`src/design/hsa_pkg.sv`:
```
// Shared types and constants for the hexagonal snowflake automaton step unit.
// Used by the datapath, the controller, the top level and the testbench; depends on nothing.
package hsa_pkg;

  localparam int GRID_MAX   = 64;
  localparam int LEVEL_BITS = 24;
  localparam int COORD_W    = $clog2(GRID_MAX);
  localparam int SIDE_W     = COORD_W + 1;
  localparam int ADDR_W     = 2 * COORD_W;
  localparam int CELLS      = GRID_MAX * GRID_MAX;
  localparam int COUNT_W    = 17;
  localparam int FRAC_BITS  = 16;
  localparam int ALPHA_W    = 18;
  localparam int WC_W       = 20;
  localparam int SUM_W      = LEVEL_BITS + 3;
  localparam int PA_W       = LEVEL_BITS + WC_W;
  localparam int PB_W       = SUM_W + ALPHA_W;
  localparam int NUM_W      = PB_W + 1;
  localparam int DIV_SHIFT  = FRAC_BITS + 2;
  localparam int Q_W        = NUM_W - DIV_SHIFT;
  localparam int RECIP_W    = 30;
  localparam int RECIP_SH   = 31;
  localparam int AV_W       = LEVEL_BITS + 1;
  localparam int CFG_IDX_W  = 3;
  localparam int CFG_DATA_W = 18;

  localparam logic [LEVEL_BITS-1:0] LEVEL_ONE = LEVEL_BITS'(1 << FRAC_BITS);
  localparam logic [LEVEL_BITS-1:0] LEVEL_MAX = '1;
  localparam logic [ALPHA_W-1:0]    ALPHA_MAX = ALPHA_W'(2 << FRAC_BITS);
  // twelve times one, the diffusion divisor
  localparam logic [WC_W-1:0]       DIFF_DIV  = WC_W'(12 << FRAC_BITS);
  localparam logic [NUM_W-1:0]      DIV_HALF  = NUM_W'(6 << FRAC_BITS);
  // ceil(2^31 / 3), exact quotient by three for the quotient range in use
  localparam logic [RECIP_W-1:0]    RECIP3    = RECIP_W'(((64'd1 << RECIP_SH) + 1) / 3);
  localparam logic [COUNT_W-1:0]    COUNT_MAX = '1;

  localparam logic [1:0] OP_INIT = 2'd0;
  localparam logic [1:0] OP_STEP = 2'd1;
  localparam logic [1:0] OP_READ = 2'd2;

  localparam logic [CFG_IDX_W-1:0] CFG_GRID  = 3'd0;
  localparam logic [CFG_IDX_W-1:0] CFG_MAX   = 3'd1;
  localparam logic [CFG_IDX_W-1:0] CFG_ALPHA = 3'd2;
  localparam logic [CFG_IDX_W-1:0] CFG_BETA  = 3'd3;
  localparam logic [CFG_IDX_W-1:0] CFG_GAMMA = 3'd4;

  // update phases of one cell
  localparam logic [3:0] PH_RD_LAST = 4'd6;
  localparam logic [3:0] PH_SELF    = 4'd1;
  localparam logic [3:0] PH_ACC_END = 4'd7;
  localparam logic [3:0] PH_MUL     = 4'd8;
  localparam logic [3:0] PH_RND     = 4'd9;
  localparam logic [3:0] PH_RCP     = 4'd10;
  localparam logic [3:0] PH_WR      = 4'd11;

  typedef enum logic [3:0] {
    S_IDLE, S_INIT, S_HALT, S_HWAIT, S_MARK, S_MWAIT, S_MSET, S_UPD, S_READ, S_RWAIT
  } hsa_state_t;

  typedef struct packed {
    logic [6:0]  grid_size;
    logic [15:0] max_steps;
    logic [17:0] diffusion_rate;
    logic [15:0] background_level;
    logic [15:0] vapour_addition;
  } hsa_cfg_t;

  typedef struct packed {
    logic       latch;
    logic       adv;
    logic       init_wr;
    logic       cnt_clr;
    logic       rd;
    logic [2:0] k;
    logic       addr_req;
    logic       scan;
    logic       mark_set;
    logic       acc_clr;
    logic       acc_self;
    logic       acc_nbr;
    logic       mul;
    logic       rnd;
    logic       rcp;
    logic       upd_wr;
    logic       swap;
    logic       cnt_inc;
    logic       resp;
    logic       resp_read;
    logic       resp_step;
  } hsa_cmd_t;

  typedef struct packed {
    logic last;
    logic halt;
    logic frozen;
    logic in_grid;
  } hsa_stat_t;

endpackage

```
`src/design/hsa_ctrl.sv`:
```
// Controller state machine: sequences initialize, halt scan, marking,
// cell update and read. Depends on hsa_pkg; drives hsa_dp through hsa_cmd_t.
module hsa_ctrl (
  input  logic               clk,
  input  logic               rst,
  input  logic               start,
  input  logic [1:0]         operation,
  input  hsa_pkg::hsa_stat_t stat,
  output hsa_pkg::hsa_cmd_t  cmd,
  output logic               busy
);

  hsa_pkg::hsa_state_t state, state_next;
  logic [3:0] phase, phase_next;

  // hold state and phase
  always_ff @(posedge clk) begin
    if (rst) begin
      state <= hsa_pkg::S_IDLE;
      phase <= '0;
    end else begin
      state <= state_next;
      phase <= phase_next;
    end
  end

  assign busy = (state != hsa_pkg::S_IDLE);

  // next state and commands
  always_comb begin
    state_next = state;
    phase_next = phase;
    cmd = '0;
    case (state)
      hsa_pkg::S_IDLE: begin
        if (start) begin
          cmd.latch = 1'b1;
          case (operation)
            hsa_pkg::OP_INIT: state_next = hsa_pkg::S_INIT;
            hsa_pkg::OP_STEP: state_next = hsa_pkg::S_HALT;
            hsa_pkg::OP_READ: state_next = hsa_pkg::S_READ;
            default:          cmd.resp = 1'b1;
          endcase
        end
      end
      hsa_pkg::S_INIT: begin
        cmd.init_wr = 1'b1;
        cmd.adv = 1'b1;
        if (stat.last) begin
          cmd.cnt_clr = 1'b1;
          cmd.resp = 1'b1;
          state_next = hsa_pkg::S_IDLE;
        end
      end
      hsa_pkg::S_HALT: begin
        cmd.rd = 1'b1;
        cmd.scan = 1'b1;
        cmd.adv = 1'b1;
        if (stat.last) begin
          state_next = hsa_pkg::S_HWAIT;
        end
      end
      hsa_pkg::S_HWAIT: begin
        if (stat.halt) begin
          cmd.resp = 1'b1;
          state_next = hsa_pkg::S_IDLE;
        end else begin
          state_next = hsa_pkg::S_MARK;
        end
      end
      hsa_pkg::S_MARK: begin
        cmd.rd = 1'b1;
        state_next = hsa_pkg::S_MWAIT;
      end
      hsa_pkg::S_MWAIT: begin
        phase_next = '0;
        if (stat.frozen) begin
          state_next = hsa_pkg::S_MSET;
        end else begin
          cmd.adv = 1'b1;
          state_next = stat.last ? hsa_pkg::S_UPD : hsa_pkg::S_MARK;
        end
      end
      hsa_pkg::S_MSET: begin
        // mark the frozen cell and its six neighbors
        cmd.mark_set = 1'b1;
        cmd.k = phase[2:0];
        phase_next = phase + 1'b1;
        if (phase == hsa_pkg::PH_RD_LAST) begin
          cmd.adv = 1'b1;
          phase_next = '0;
          state_next = stat.last ? hsa_pkg::S_UPD : hsa_pkg::S_MARK;
        end
      end
      hsa_pkg::S_UPD: begin
        phase_next = phase + 1'b1;
        if (phase <= hsa_pkg::PH_RD_LAST) begin
          cmd.rd = 1'b1;
          cmd.k = phase[2:0];
        end
        cmd.acc_clr  = (phase == '0);
        cmd.acc_self = (phase == hsa_pkg::PH_SELF);
        cmd.acc_nbr  = (phase > hsa_pkg::PH_SELF) && (phase <= hsa_pkg::PH_ACC_END);
        cmd.mul      = (phase == hsa_pkg::PH_MUL);
        cmd.rnd      = (phase == hsa_pkg::PH_RND);
        cmd.rcp      = (phase == hsa_pkg::PH_RCP);
        if (phase == hsa_pkg::PH_WR) begin
          cmd.upd_wr = 1'b1;
          cmd.adv = 1'b1;
          phase_next = '0;
          if (stat.last) begin
            cmd.swap = 1'b1;
            cmd.cnt_inc = 1'b1;
            cmd.resp = 1'b1;
            cmd.resp_step = 1'b1;
            state_next = hsa_pkg::S_IDLE;
          end
        end
      end
      hsa_pkg::S_READ: begin
        cmd.addr_req = 1'b1;
        if (stat.in_grid) begin
          cmd.rd = 1'b1;
          state_next = hsa_pkg::S_RWAIT;
        end else begin
          cmd.resp = 1'b1;
          state_next = hsa_pkg::S_IDLE;
        end
      end
      hsa_pkg::S_RWAIT: begin
        cmd.resp = 1'b1;
        cmd.resp_read = 1'b1;
        state_next = hsa_pkg::S_IDLE;
      end
      default: state_next = hsa_pkg::S_IDLE;
    endcase
  end

endmodule

```
`config.mk`:
```
export PLATFORM = sky130hd
export DESIGN_NAME = hsa_ctrl
export DESIGN_NICKNAME = d
export VERILOG_FILES = /design/src/design/hsa_pkg.sv /design/src/design/hsa_ctrl.sv
export SDC_FILE = /design/constraint.sdc
export NUM_CORES = 1
export LEC_CHECK = 0
export BUFFER_PORTS_ARGS = -buffer_cell sky130_fd_sc_hd__buf_2
export CAP_MARGIN = 20
export CELL_PAD_IN_SITES_DETAIL_PLACEMENT = 0
export CELL_PAD_IN_SITES_GLOBAL_PLACEMENT = 1
export CORE_ASPECT_RATIO = 1.4
export CORE_MARGIN = 4
export CORE_UTILIZATION = 38
export CTS_BUF_LIST = sky130_fd_sc_hd__clkbuf_8
export DETAILED_ROUTE_END_ITERATION = 6
export HOLD_SLACK_MARGIN = 0.03
export MAX_ROUTING_LAYER = met4
export PLACE_DENSITY_LB_ADDON = 0.1
export SKIP_LAST_GASP = 1
export SYNTH_ARGS = -nofsm -noshare
export SYNTH_HDL_FRONTEND = slang
export SYNTH_SLANG_ARGS = --single-unit
```
`constraint.sdc`:
```
create_clock -name clk -period 1.74 [get_ports clk]
set_input_delay 0.174 -clock clk [delete_from_list [all_inputs] [get_ports clk]]
set_output_delay 0.174 -clock clk [all_outputs]
set_load 0.05 [all_outputs]
```
# [After elaboration in Yosys (flattened, before gate mapping)]
# Index checks and enable logic that the tools add are counted.
[word_totals] ff_bits=8
[op_classes] add_sub_neg=1 magnitude_cmp=3 n_eq_ne=22 mux=40 reduce_logical=10
[op_table] operator="$mux 4" n=10
[op_table] operator="$pmux 4 s9" n=1
[op_table] operator="$eq 4x4->1 const B" n=6
[op_table] operator="$pmux 4 s3" n=2
[op_table] operator="$eq 4x3->1 const B" n=5
[op_table] operator="$mux 1" n=17
[op_table] operator="$mux 9" n=1
[op_table] operator="$eq 4x1->1 const B" n=2
[op_table] operator="$eq 4x2->1 const B" n=2
[op_table] operator="$le 4x3->1 const B" n=2
[op_table] operator="$logic_not 4->1" n=2
[op_table] operator="$ne 2x2->1 const B" n=4
[op_table] operator="$mux 2" n=3
[op_table] operator="$mux 3" n=2
[op_table] operator="$pmux 1 s6" n=1
[op_table] operator="$pmux 3 s2" n=1
[op_table] operator="$reduce_and 5->1" n=1
[op_table] operator="$add 4x1->4 const B" n=1
[op_table] operator="$gt 4x1->1 const B" n=1
[op_table] operator="$ne 4x1->1 const B" n=1
[op_table] operator="$pmux 1 s4" n=1
[op_table] operator="$reduce_bool 4->1" n=1
[op_table] operator="$reduce_or 2->1" n=2
[op_table] operator="$pmux 1 s3" n=1
[op_table] operator="6 further kinds" n=6

# [Longest topological paths before layout]
[logic_depth] word_depth=5 ltp_mapped=6

# [Worst setup path after synthesis]
# No wires, ideal clock.
[synth_timing] path_type="reg2out" start="register state[1]" end="output cmd[19] in the netlist's numbering" t_arrival_ns=2.423 setup_slack_ns=-0.857 stages_incl_launch_ff=6 path_buffers=2 cell_sequence="dfxtp_1 buf_4 buf_2 nand2b_1 nor3_1 and2_1"
[synth_rtl] element="start: declaration" line="hsa_ctrl.sv:13" source="hsa_pkg::hsa_state_t state, state_next;"
[synth_rtl] element="start signal: assignment" line="hsa_ctrl.sv:19" source="state <= hsa_pkg::S_IDLE;"
[synth_rtl] element="start signal: assignment" line="hsa_ctrl.sv:22" source="state <= state_next;"
[synth_rtl] element="end: declaration" line="hsa_ctrl.sv:9" source="output hsa_pkg::hsa_cmd_t cmd,"

==> results.toml <==
[routing]
drc = 0
drt-pass1-iter-count = 4
dr.first_iter.drc_count = 14
wl_per_cell_um = 13.9
vias = 1130
postRouteAntennaNets = 0
wl_um = 2980
vias_per_cell = 5.28

[synthesis]
synth_edf_count = 0
ys_types = 51
ys_seq_area_share_pct = 14.7
ys_async_sr_fraction_pct = 0
netlist_instances = 134
ys_ff_latch = 8
syn-cell-area_mm2 = 0.00109
yosys_warnings = 0
syn-num-nets = 152
synth.avg_cell_area_um2 = 8.14
synth_ff_type = "dfxtp_1"

[cells_and_area]
area_delta_synth_final_pct = 47.9
final_common_cell = "buf_4"
fin_nets = 198
final_cell_count_no_fill = 214
antenna-diode-count = 0
final_cell_area_mm2 = 0.00161
mostFrequentLayoutCells = "buf_4 (28), buf_2 (18), inv_1 (8), nor2_1 (8), ha_1 (8)"
layout-drive-gt1-share_pct = 51.1

[global_route]
grt_usage_pct = 17.2
grt_pass1_vias = 1116
grt_max_degree = 19
grt_pass1_wl_um = 4890
grt-ovfl-total = 0
antenna_found_initial = 0

[timing]
relSlewSlack_pct = 77.2
period_minus_slack_ns = 1.72
max_freq_mhz = 582
clock_skew_ns = 0.00138
min_period_over_period_pct = 98.7
hold_viol = 0
max_slew.worst_pin.slew_ns = 0.333
tns_ns = 0
setup_viol = 0
rsz0062_at_grt = "yes"
slew_viol_final = 0

[setup_path]
crit_type = "reg -> out"
worst-endpoint-arrival_ns = 1.54
crit_buf_inv = 2
slowest_delay_ns = 0.36
worstSetupStartpointType = "register"
path_cells = "buf_12 > nor4_4 > and2_4 > nand2_2 > o211ai_1 > buf_4"
path_max_fanout = 5
cp_slowest_cell = "dfxtp_4"
required_ns = 1.57
crit_family = "simple AND/OR/NAND/NOR gates"
cp-end-kind = "output port"

[worst_hold_path]
hold_path_class = "in -> reg"

[die]
design.core.area_mm2 = 0.00270
die_x_um = 53.3
start_util_pct = 40.4
die_y_um = 71.4
design.die.area_mm2 = 0.00380
ios = 33
rows = 22

[pwr]
pwr-share-clk_pct = 13.6
seq_power_share_pct = 15.2
peakVddDrop_v = 0.000596
pwr_density_cell_mw_per_mm2 = 980
combPwrFrac_pct = 71.2
power.switching_uw = 749
p_int_uw = 833
switching_share_pct = 47.3
cellLeakagePower_uw = 0.000742

[clock_tree]
cts_tree = "built"
htreeDepth = 1
cts_root_buf = "clkbuf_8"
path_clk_slew_ns = 0.04
clk_latency_ns = 0.22
numClockSinks = 8
hold_buffers = 0
cts.path.max_buffers = 2
numCtsBuffers = 3

[placed_design]
gp_congestion = 0.788
io_buffers = 32
placed_area_mm2 = 0.00139
placed_cells = 201
dp_hpwl_um = 2320

[run_status]
status = "finished clean"

[run]
drv_cap = 0
==> power groups by stage <==
stage	Sequential (µW)	Combinational (µW)	Clock, µW
6_report	240	1130	215
5_1_grt	243	1200	236
4_1_cts	237	1040	226
3_5_place_dp	237	977	0
3_3_place_gp	236	976	0
2_1_floorplan	221	806	0
==> repair_timing <==
item | in CTS | in global routing
buffers inserted | 3 | 6
setup endpoints to repair | 12 | 16
pin swaps | 2 | 4
gates resized for setup | 18 | 21
gates cloned | 0 | 1
==> layer usage <==
layer | track usage (%) | share of wire [%] | vias up
met4 | 3.41 | 1.2 | 0
met5 | - | 0 | -
met1 | 18.4 | 40 | 539
met2 | 31.1 | 55 | 23
met3 | 4.37 | 3.6 | 4
li1 | - | - | 564
==> metrics by stage <==
stage / worst slack, ns / hold WS, ns / util [%] / total power, µW
global route: -0.0346 / 0.268 / 59.8 / 1680
global placement: 0.0784 / 0.480 / 51.3 / 1210
finish: 0.0224 / 0.242 / 59.8 / 1580
floorplan: -0.168 / 0.370 / - / 1030
CTS: -0.0115 / 0.250 / 55.7 / 1500
detailed placement: 0.0617 / 0.492 / 51.3 / 1210
==> registers in the layout, summed over array words and instances, names as in the netlist <==
signal  count
state       4
phase       4
==> cells by family (layout without fill, tap and decap cells) <==
family                     count (synthesis)  count (layout)  share of synthesized area [%]
AOI/OAI and AO/OA                         36              36                           26.6
xor gates and xnor gates                   1               1                          0.803
adders and majority gates                  9               9                           10.3
buffers and inverters                     21              65                           10.3
DFF                                        8               8                           14.7
muxes                                      4               4                           4.24
and+or+nand+nor                           55              55                           33.0
==> final cells by class <==
class | instances | area, µm²
fillers | 279 | 1080
repair buffers | 52 | 395
inverters | 10 | 43.8
well taps | 36 | 45.0
clock buffers | 3 | 41.3
multi-input cells | 105 | 913
flip-flops and latches | 8 | 175
==> final timing paths <==
path | startpoint | end | slack (ns) | cells past startpoint
max | state[0]$_SDFFE_PP0P_ | cmd[2] | 0.02 | 6
min reg2reg | phase[0]$_SDFFE_PP0P_ | phase[0]$_SDFFE_PP0P_ | 0.48 | 1
max reg2reg | state[0]$_SDFFE_PP0P_ | state[1]$_SDFFE_PP0P_ | 0.10 | 7
min | rst | phase[3]$_SDFFE_PP0P_ | 0.24 | 2
==> Yosys cell counts, drive strengths merged (2+ instances only) <==
cell type	count	area share, %
buf	11	6.7
nor2	9	3.1
and2	8	4.6
a311oi	2	2.2
o211ai	4	3.2
and3b	3	2.5
ha	9	10
o21bai	2	1.4
nor2b	3	1.7
dfxtp	8	15
mux2	2	2.4
o21ai	7	3.2
nand2b	7	4.0
nor3	6	2.8
mux2i	2	1.8
inv	10	3.7
nor3b	3	2.5
nand2	8	2.8
a21oi	7	3.2
o21a	2	1.4
(Power assumes the default switching activity.)
